<file path="src/sv/fta_pkg.sv">
`timescale 1ns / 1ps
// ----------------------------------------------------------------------------
// fta_pkg
// shared types and constants of the truncating single-precision adder
// ----------------------------------------------------------------------------
package fta_pkg;
   localparam int unsigned FracBits = 23;
   localparam logic [31:0] HiddenOne = 32'h0080_0000;
   localparam logic [31:0] FracMask = 32'h007F_FFFF;

   typedef struct packed {
      logic [31:0] operand_a;
      logic [31:0] operand_b;
   } req_type;

   typedef struct packed {
      logic [31:0] sum_bits;
   } rsp_type;
endpackage

</file>
<file path="src/sv/fta_if.sv">
`timescale 1ns / 1ps
// ----------------------------------------------------------------------------
// fta_if
// valid/ready channel carrying one payload beat
// ----------------------------------------------------------------------------
interface fta_req_if;
   logic valid;
   logic ready;
   fta_pkg::req_type payload;
   modport source (output valid, output payload, input ready);
   modport sink (input valid, input payload, output ready);
endinterface

interface fta_rsp_if;
   logic valid;
   logic ready;
   fta_pkg::rsp_type payload;
   modport source (output valid, output payload, input ready);
   modport sink (input valid, input payload, output ready);
endinterface

</file>
<file path="src/sv/fta_datapath.sv">
`timescale 1ns / 1ps
// ----------------------------------------------------------------------------
// fta_datapath
// align, add, normalize and pack one pair of operands
// ----------------------------------------------------------------------------
module fta_datapath (
   input  fta_pkg::req_type operands,
   output fta_pkg::rsp_type result
);
   import fta_pkg::*;

   logic [7:0]  ea, eb, emax, shamt;
   logic [31:0] ma, mb, small_m, big_m, shifted, sum, mag, norm;
   logic        a_larger, sign;
   logic [4:0]  lead;
   logic [7:0]  exp_out;

   always_comb begin
      ea = operands.operand_a[30:23];
      eb = operands.operand_b[30:23];
      ma = (operands.operand_a & FracMask) | HiddenOne;
      if (operands.operand_a[31]) ma = 32'd0 - ma;
      mb = (operands.operand_b & FracMask) | HiddenOne;
      if (operands.operand_b[31]) mb = 32'd0 - mb;
      a_larger = ea > eb;
      emax = a_larger ? ea : eb;
      shamt = a_larger ? (ea - eb) : (eb - ea);
      small_m = a_larger ? mb : ma;
      big_m = a_larger ? ma : mb;
      if (shamt >= 8'd31) shifted = {32{small_m[31]}};
      else shifted = $signed(small_m) >>> shamt[4:0];
      sum = big_m + shifted;
      sign = sum[31];
      mag = sign ? (32'd0 - sum) : sum;
      lead = 5'd0;
      for (int i = 0; i < 32; i++) begin
         if (mag[i]) lead = 5'(i);
      end
      if (lead < 5'd23) begin
         norm = mag << (5'd23 - lead);
         exp_out = emax - {3'd0, 5'd23 - lead};
      end else begin
         norm = mag >> (lead - 5'd23);
         exp_out = emax + {3'd0, lead - 5'd23};
      end
      if (sum == 32'd0) result.sum_bits = 32'd0;
      else result.sum_bits = {sign, exp_out, norm[22:0]};
   end
endmodule

</file>
<file path="src/sv/float32_truncating_adder_core.sv">
`timescale 1ns / 1ps
// ----------------------------------------------------------------------------
// float32_truncating_adder_core
// single-precision adder without rounding or special-value handling
// ----------------------------------------------------------------------------
// req carries a beat of two operand bit patterns, rsp one sum bit pattern.
// a beat is taken into the input register when req valid and ready are high;
// the sum is computed in one pass and loaded into the output register when
// that register is empty or being read, which raises rsp valid.
// throughput is one beat per cycle unless rsp stalls, set by the single-pass datapath.
// when the receiver stalls, the output register holds and the input register
// still takes one more beat; req ready drops only when both are full.
// reset clears both valid flags; payload is not reset.
// ----------------------------------------------------------------------------
module float32_truncating_adder_core (
   input logic clock,
   input logic reset,
   fta_req_if.sink   req,
   fta_rsp_if.source rsp
);
   import fta_pkg::*;

   req_type in_ff, in_in;
   logic    in_vld_ff, in_vld_in;
   rsp_type out_ff, out_in, calc;
   logic    out_vld_ff, out_vld_in;
   logic    advance;

   fta_datapath u_dp (.operands(in_ff), .result(calc));

   assign advance = in_vld_ff && (!out_vld_ff || rsp.ready);
   assign req.ready = !in_vld_ff || advance;
   assign rsp.valid = out_vld_ff;
   assign rsp.payload = out_ff;

   always_comb begin
      in_in = req.valid && req.ready ? req.payload : in_ff;
      in_vld_in = req.ready ? req.valid : in_vld_ff;
      out_in = advance ? calc : out_ff;
      out_vld_in = advance ? 1'b1 : (out_vld_ff && !rsp.ready);
   end

   always_ff @(posedge clock) begin
      in_ff <= in_in;
      out_ff <= out_in;
      if (reset) begin
         in_vld_ff <= 1'b0;
         out_vld_ff <= 1'b0;
      end else begin
         in_vld_ff <= in_vld_in;
         out_vld_ff <= out_vld_in;
      end
   end

   a_hold: assert property (@(posedge clock) disable iff (reset)
      out_vld_ff && !rsp.ready |=> out_vld_ff && $stable(out_ff))
      else $error("stalled result changed");
   a_adv: assert property (@(posedge clock) disable iff (reset)
      advance |=> out_vld_ff && out_ff == $past(calc))
      else $error("result not loaded");
   a_full: assert property (@(posedge clock) disable iff (reset)
      !req.ready |-> in_vld_ff && out_vld_ff && !rsp.ready)
      else $error("ready low without backpressure");
endmodule

</file>
<file path="src/flat_wrapper.sv">
// flat-port wrapper written by rule: the top's interface ports become plain ports
module float32_truncating_adder_core_flat import fta_pkg::*;
  (clock, reset, req_valid, req_payload, req_ready, rsp_valid, rsp_payload, rsp_ready);
  fta_req_if req_i ();
  fta_rsp_if rsp_i ();
  input logic clock;
  input logic reset;
  input wire logic [$bits(req_i.valid)-1:0] req_valid;
  input wire logic [$bits(req_i.payload)-1:0] req_payload;
  output wire logic [$bits(req_i.ready)-1:0] req_ready;
  output wire logic [$bits(rsp_i.valid)-1:0] rsp_valid;
  output wire logic [$bits(rsp_i.payload)-1:0] rsp_payload;
  input wire logic [$bits(rsp_i.ready)-1:0] rsp_ready;
  assign req_i.valid = req_valid;
  assign req_i.payload = req_payload;
  assign req_ready = req_i.ready;
  assign rsp_valid = rsp_i.valid;
  assign rsp_payload = rsp_i.payload;
  assign rsp_i.ready = rsp_ready;
  float32_truncating_adder_core u_core (.clock(clock), .reset(reset), .req(req_i), .rsp(rsp_i));
endmodule
</file>
<file path="config.mk">
export PLATFORM = sky130hd
export DESIGN_NAME = float32_truncating_adder_core_flat
export DESIGN_NICKNAME = d
export VERILOG_FILES = /design/src/sv/fta_pkg.sv /design/src/sv/fta_if.sv /design/src/sv/fta_datapath.sv /design/src/sv/float32_truncating_adder_core.sv /design/src/flat_wrapper.sv
export SDC_FILE = /design/constraint.sdc
export NUM_CORES = 1
export LEC_CHECK = 0
export ABC_AREA = 1
export BUFFER_PORTS_ARGS = -buffer_cell sky130_fd_sc_hd__buf_2
export CORE_MARGIN = 2
export CORE_UTILIZATION = 29
export DETAILED_ROUTE_END_ITERATION = 8
export HOLD_SLACK_MARGIN = 0.03
export PLACE_DENSITY = 0.56
export SKIP_LAST_GASP = 1
export SYNTH_ARGS = -nofsm -noshare
export SYNTH_HDL_FRONTEND = slang
export SYNTH_HIERARCHICAL = 1
export SYNTH_SLANG_ARGS = --single-unit
export TNS_END_PERCENT = 30
</file>
<file path="constraint.sdc">
create_clock -name clock -period 10.39 [get_ports clock]
set_input_delay 0 -clock clock [delete_from_list [all_inputs] [get_ports clock]]
set_output_delay 0 -clock clock [all_outputs]
set_load 0.005 [all_outputs]
</file>
==> After elaboration in Yosys (flattened, before gate mapping) <==
Cells that the tools add are included.
{ "totals": {"input_bits": 68, "output_inout_bits": 34, "wordCells": 72, "regBits": 98} }
{ "classes": {"n_shift": 3, "addsub": 10, "order_cmp": 3, "reduce_logical": 9, "muxes": 42} }
{ "op_table": {"columns": ["operator", "n"], "rows": [
  ["32-bit two-way mux", 6],
  ["5-bit two-way mux", 29],
  ["1-bit by 24-bit subtractor with 25-bit output (first input constant)", 2],
  ["32-bit adder", 1],
  ["32-bit zero test", 1],
  ["32-bit by 5-bit << shifter with 23-bit output", 1],
  ["32-bit by 5-bit >> shifter with 23-bit output", 1],
  ["32-bit by 5-bit >>> shifter with 32-bit output", 1],
  ["1-bit by 32-bit subtractor with 32-bit output (first input constant)", 1],
  ["8-bit two-way mux", 3],
  ["23-bit two-way mux", 1],
  ["8-bit subtractor", 2],
  ["8-bit by 5-bit adder with 8-bit output", 1],
  ["8-bit by 5-bit >= comparator with 1-bit output (second input constant)", 1],
  ["8-bit greater-than comparator", 1],
  ["8-bit by 5-bit subtractor with 8-bit output", 1],
  ["5-bit less-than comparator (second input constant)", 1],
  ["5-bit subtractor (first input constant)", 1],
  ["5-bit subtractor (second input constant)", 1],
  ["1-bit logical AND", 3],
  ["1-bit zero test", 3],
  ["1-bit logical OR", 2],
  ["1-bit two-way mux", 2],
  ["2-bit two-way mux", 1]
]} }

==> Longest topological paths before layout <==
{ "logic_depth": {"depth_word": 42, "ltp_mapped": 80, "ltp_nobuf": 78} }

==> Modules after synthesis <==
The synthesis kept the hierarchy.
{ "modules_own_cells": {"columns": ["mod", "seq_area_each_um2", "cells_per_inst", "area_per_inst_um2", "n_inst"], "rows": [
  ["fta_datapath", 0.0, 1623, 8371.8, 1],
  ["float32_truncating_adder_core", 2922.8, 108, 2974.1, 1]
]} }

==> Worst setup path after synthesis <==
No wires, ideal clock.
{ "synth_path": {"path_type": "register -> register", "start": "register u_core/in_ff[55] in the netlist's numbering", "end": "register u_core.out_ff, in the netlist u_core/rsp.payload[30], data pin", "required_ns": 10.124, "period_less_slack_ns": 8.622, "n_path_buf": 3, "arrival_ns": 8.356, "setup_ns": 0.266, "setup_slack_ns": 1.768, "path_stages_with_launch": 57, "cell_sequence": "edfxtp_1 -> inv_1 -> ha_1 -> inv_1 -> fa_1 -> inv_1 -> o21ai_0 -> nand2_1 -> o211ai_1 -> nand2_1 -> inv_1 -> or2_2 -> o21ai_0 -> clkbuf_1 -> clkbuf_1 -> nor2_1 -> o311ai_0 -> o21ai_0 -> (+21 left out) -> inv_2 -> buf_2 -> ha_1 -> nand2_1 -> nand2_2 -> xor2_2 -> nor2_2 -> inv_1 -> nand2_1 -> ha_1 -> inv_1 -> nor2_1 -> o21ai_0 -> nand2_1 -> a21oi_1 -> xnor2_1 -> xor2_1 -> nor2_1"} }
{ "synth_between": {"elab_chain_cells": 41, "word_cells_on_any_way": 51, "classes_between": "8 x add/sub; 3 x order compare; 1 x shift; 38 x mux; 1 x reduce/logical"} }
{ "synth_lines": {"columns": ["item", "line_no", "text"], "rows": [
  ["start, declared", "float32_truncating_adder_core.sv:23", "req_type in_ff, in_in;"],
  ["start signal, assigned", "float32_truncating_adder_core.sv:44", "in_ff <= in_in;"],
  ["8-bit subtractor or 8-bit greater-than comparator (tied branches)", "fta_datapath.sv:27, fta_datapath.sv:25", null],
  ["8-bit two-way mux or 32-bit two-way mux (tied branches)", "fta_datapath.sv:27, fta_datapath.sv:28", null],
  ["8-bit by 5-bit >= comparator with 1-bit output or 32-bit by 5-bit >>> shifter with 32-bit output (tied branches)", "fta_datapath.sv:30, fta_datapath.sv:31", null],
  ["32-bit two-way mux", "fta_datapath.sv:30", "if (shamt >= 8'd31) shifted = {32{small_m[31]}};"],
  ["32-bit adder", "fta_datapath.sv:32", "sum = big_m + shifted;"],
  ["1-bit by 32-bit subtractor with 32-bit output", "fta_datapath.sv:34", "mag = sign ? (32'd0 - sum) : sum;"],
  ["32-bit two-way mux", "fta_datapath.sv:34", null],
  ["1-bit two-way mux", "fta_datapath.sv:37", "if (mag[i]) lead = 5'(i);"],
  ["2-bit two-way mux", "fta_datapath.sv:37", null],
  ["5-bit two-way mux (29 in series)", "fta_datapath.sv:37", null],
  ["5-bit subtractor, on equally long branches", "fta_datapath.sv:44, fta_datapath.sv:41", null],
  ["8-bit by 5-bit adder with 8-bit output or 8-bit by 5-bit subtractor with 8-bit output (tied branches)", "fta_datapath.sv:44, fta_datapath.sv:41", null],
  ["8-bit two-way mux", "fta_datapath.sv:39", "if (lead < 5'd23) begin"],
  ["end signal, assigned", "float32_truncating_adder_core.sv:45", "out_ff <= out_in;"],
  ["end, declared", "float32_truncating_adder_core.sv:25", "rsp_type out_ff, out_in, calc;"]
]} }
Parallel ways exist; a longest one is shown, timed or not.
A chain may end at the register's enable or synchronous reset.

==> Worst setup path after layout <==
Same ends and word-level chain as after synthesis.

==> results by group <==
Status
  – Status: complete, no violations

STA
  – Normalized max-slew margin: between 20% and 30%
  – Final setup violation count: 0
  – Final Hold Vio Count: 0
  – Max-slew violation count: 0
  – Setup TNS after final layout: 0 ns
  – Final worst path period need: around 9.6 ns
  – Measured slew at the worst slew-check pin: 1.06 ns
  – Final cycle utilization of the critical path: 92.4%
  – Worst Hold Margin: 0.320 ns
  – Timing-limited maximum frequency: about 100 MHz
  – Clock Skew: 0.0130 ns

Die
  – Die height: between 200 and 250 um
  – Die footprint: between 0.04 and 0.05 mm2
  – Die width: approximately 200 um
  – Io pins: 102
  – Starting utilization of the core area: around 29%
  – Number of placement rows: 72
  – Area inside the core boundary: 0.0386 mm2

Setup path
  – Launching element type of the critical path: register
  – Crit path DAT: 9.70 ns
  – Critical path start-end classification: reg2reg
  – Critical path data required time: 10.49 ns
  – Length in cells of the worst reg-to-reg path: 54
  – Endpoint of the most critical register-to-register path: u_core/rsp.payload[30]
  – Internal reg-to-reg setup slack: 0.79 ns
  – Crit. End Element: register
  – Worst path top cell family by delay: compound AO/OA/AOI/OAI gates
  – Worst stage delay on the critical path: approximately 0.47 ns
  – Worst r2r src: u_core/in_ff[55]
  – Maximum fanout along the worst path: 57
  – Critical path buffer and inverter count: 13
  – Slowest-stage cell, CP: sky130_fd_sc_hd__fa_1
  – Cell type with the highest occurrence count on the critical path: sky130_fd_sc_hd__nand2_1

GRT
  – Wire length of the first global-routing pass: 58200 um
  – Via count of the first global-routing pass: 11300
  – Global routing usage summed across all routing layers: around 18%
  – Maximum number of pins on one net before global-route repair: 65
  – Initial antenna violation count: 0
  – Grt total ovfl: 0

Synth
  – Asr flop ratio synth: 0%
  – Library cells used by synthesis: 60
  – Flip-flop cell with the highest count after synthesis: sky130_fd_sc_hd__edfxtp_1
  – Share of the yosys chip area belonging to registers: 25.8%
  – Yosys warnings: 6
  – Number of instances in the synthesized netlist: about 1700
  – Seq cells post-synth: 98
  – Cell area after synthesis: 0.0113 mm2
  – Post-synth EDFFs: 96
  – Synthesized Nets: 1856
  – Post-synthesis area per instance: 6.55 um2

Place
  – Standard cell area after detailed placement: roughly 0.012 mm2
  – PortBufs: 101
  – RD Place Congestion: 0.924
  – Half-perimeter wire length of the detailed placement result: 29300 um

Clock network
  – Clock tree from TritonCTS: yes
  – Longest Clk Path Bufs: 2
  – Clock slew seen by the registers of the worst setup and hold paths: 0.07 ns
  – CTS root buffer: sky130_fd_sc_hd__clkbuf_16
  – Number of buffers created by CTS: 9
  – Number of sinks handled by clock tree synthesis: 98
  – Level count of the clock H-tree: 3
  – Clock Latency Late Sink: 0.38 ns

Min path
  – Launch instance of the worst min-delay path: req_payload[9]
  – Endpoint, Worst Hold: u_core/in_ff[9]
  – Hold crit path type: in2reg
  – Min-Delay Path Depth: 2

Finish
  – Core utilization of the finished layout: 35.0%
  – Most frequent cells in the layout: 474 x sky130_fd_sc_hd__nand2_1, 234 x sky130_fd_sc_hd__nand3_1, 163 x sky130_fd_sc_hd__inv_1
  – Fraction of layout instances using a drive strength above 1: 12.2%
  – Number of antenna repair diodes: 0
  – Post-route cell area: 0.0135 mm2
  – Net count of the finished layout: 1992
  – Most common library cell in the layout ignoring fill and taps: sky130_fd_sc_hd__nand2_1
  – Area growth from synthesis to layout: 19.2%

Route
  – First-iteration detailed-routing DRC count: 772
  – Total vias in the final route: 11800
  – Final wirelength: 36700 um
  – Remaining routing DRC violations: 0
  – Average routed wire per standard cell: between 15 and 20 um
  – Total iterations of the first detailed-routing run: 6
  – Via density per instance: 4.92
  – Antenna violation net count after detailed routing: 0

Job
  – Max-cap check violation count: 0
[repair_timing]
action                     4_1_cts  5_1_grt
setup endpoints to repair        0       18
hold buffers                    67        0
resized for setup                0       28
hold endpoints to repair        66        0
buffers inserted                 0        6
[layer usage]
metal | wire length [um] | up-vias | global-route usage, %
met2 | 18100 | 306 | 31.8
met5 | 0 | - | 0
met3 | 1360 | 53 | 2.05
met1 | 16000 | 5367 | 22.0
li1 | - | 6037 | -
met4 | 1190 | 0 | 6.96
[worst max-delay path by stage]
| stage | start | endpoint | slack, ns | cells after the start |
|---|---|---|---|---|
| 3_5_place_dp | u_core/in_ff[55] | u_core/rsp.payload[30] | 0.19 | 54 |
| 5_1_grt | u_core/in_ff[55] | u_core/rsp.payload[30] | -0.05 | 54 |
| 3_3_place_gp | u_core/in_ff[55] | u_core/rsp.payload[30] | 0.37 | 54 |
| 2_1_floorplan | u_core/in_ff[55] | u_core/rsp.payload[30] | 1.77 | 56 |
| 4_1_cts | u_core/in_ff[55] | u_core/rsp.payload[30] | 0.16 | 54 |
| 6_report | u_core/in_ff[55] | u_core/rsp.payload[30] | 0.79 | 54 |
[cell usage after synthesis (all sizes together) (3+ instances only)]
cell,instances,share of area [%]
fa,4,0.71
nand2,481,16
o211ai,5,0.33
mux2i,19,1.7
nand4,12,0.66
edfxtp,96,25
xor2,62,5.0
a221oi,4,0.31
or2,8,0.44
buf,32,1.4
o31ai,6,0.52
o21ai,172,7.9
a31oi,7,0.39
clkinv,3,0.099
clkbuf,43,1.4
o221ai,3,0.23
nor2,136,4.7
a21oi,79,3.8
nand3,239,11
xnor2,36,2.9
o21bai,3,0.23
ha,53,5.8
inv,180,6.0
nor3,19,0.93
a21o,5,0.33
nor4,5,0.28
[registers in the layout (all words and copies together) (netlist names)]
name and flops:
u_core/rsp.valid 1, u_core/in_ff 64, u_core/in_vld_ff 1, u_core/rsp.payload 32
[cells by family after synthesis]
kind of cell               Yosys count  synth area share, %
AOI/OAI and AO/OA                  295                 14.9
xor gates and xnor gates            98                 7.90
adders and majority gates           57                 6.55
buffers and inverters              258                 8.92
DFF                                 98                 25.8
muxes                               19                 1.68
and+or+nand+nor                    906                 34.3
[layout make-up]
| class | instances | area (um2) |
|---|---|---|
| fill | 4203 | 25100 |
| multi-input combinational | 1375 | 7540 |
| sequential | 98 | 2920 |
| timing repair buffer | 200 | 1430 |
| inverter | 183 | 692 |
| tap | 518 | 648 |
| clock buffer | 9 | 225 |
| clock inverter | 7 | 67.6 |
[stage by stage]
step	instances	setup WS, ns
floorplan	1731	1.77
global placement	2301	0.370
detailed placement	2301	0.192
CTS	2384	0.158
global route	2390	-0.0535
finish	2390	0.788
Power is not shown: default switching activity piles up to over one toggle a cycle in this logic, so the estimate is an artifact.
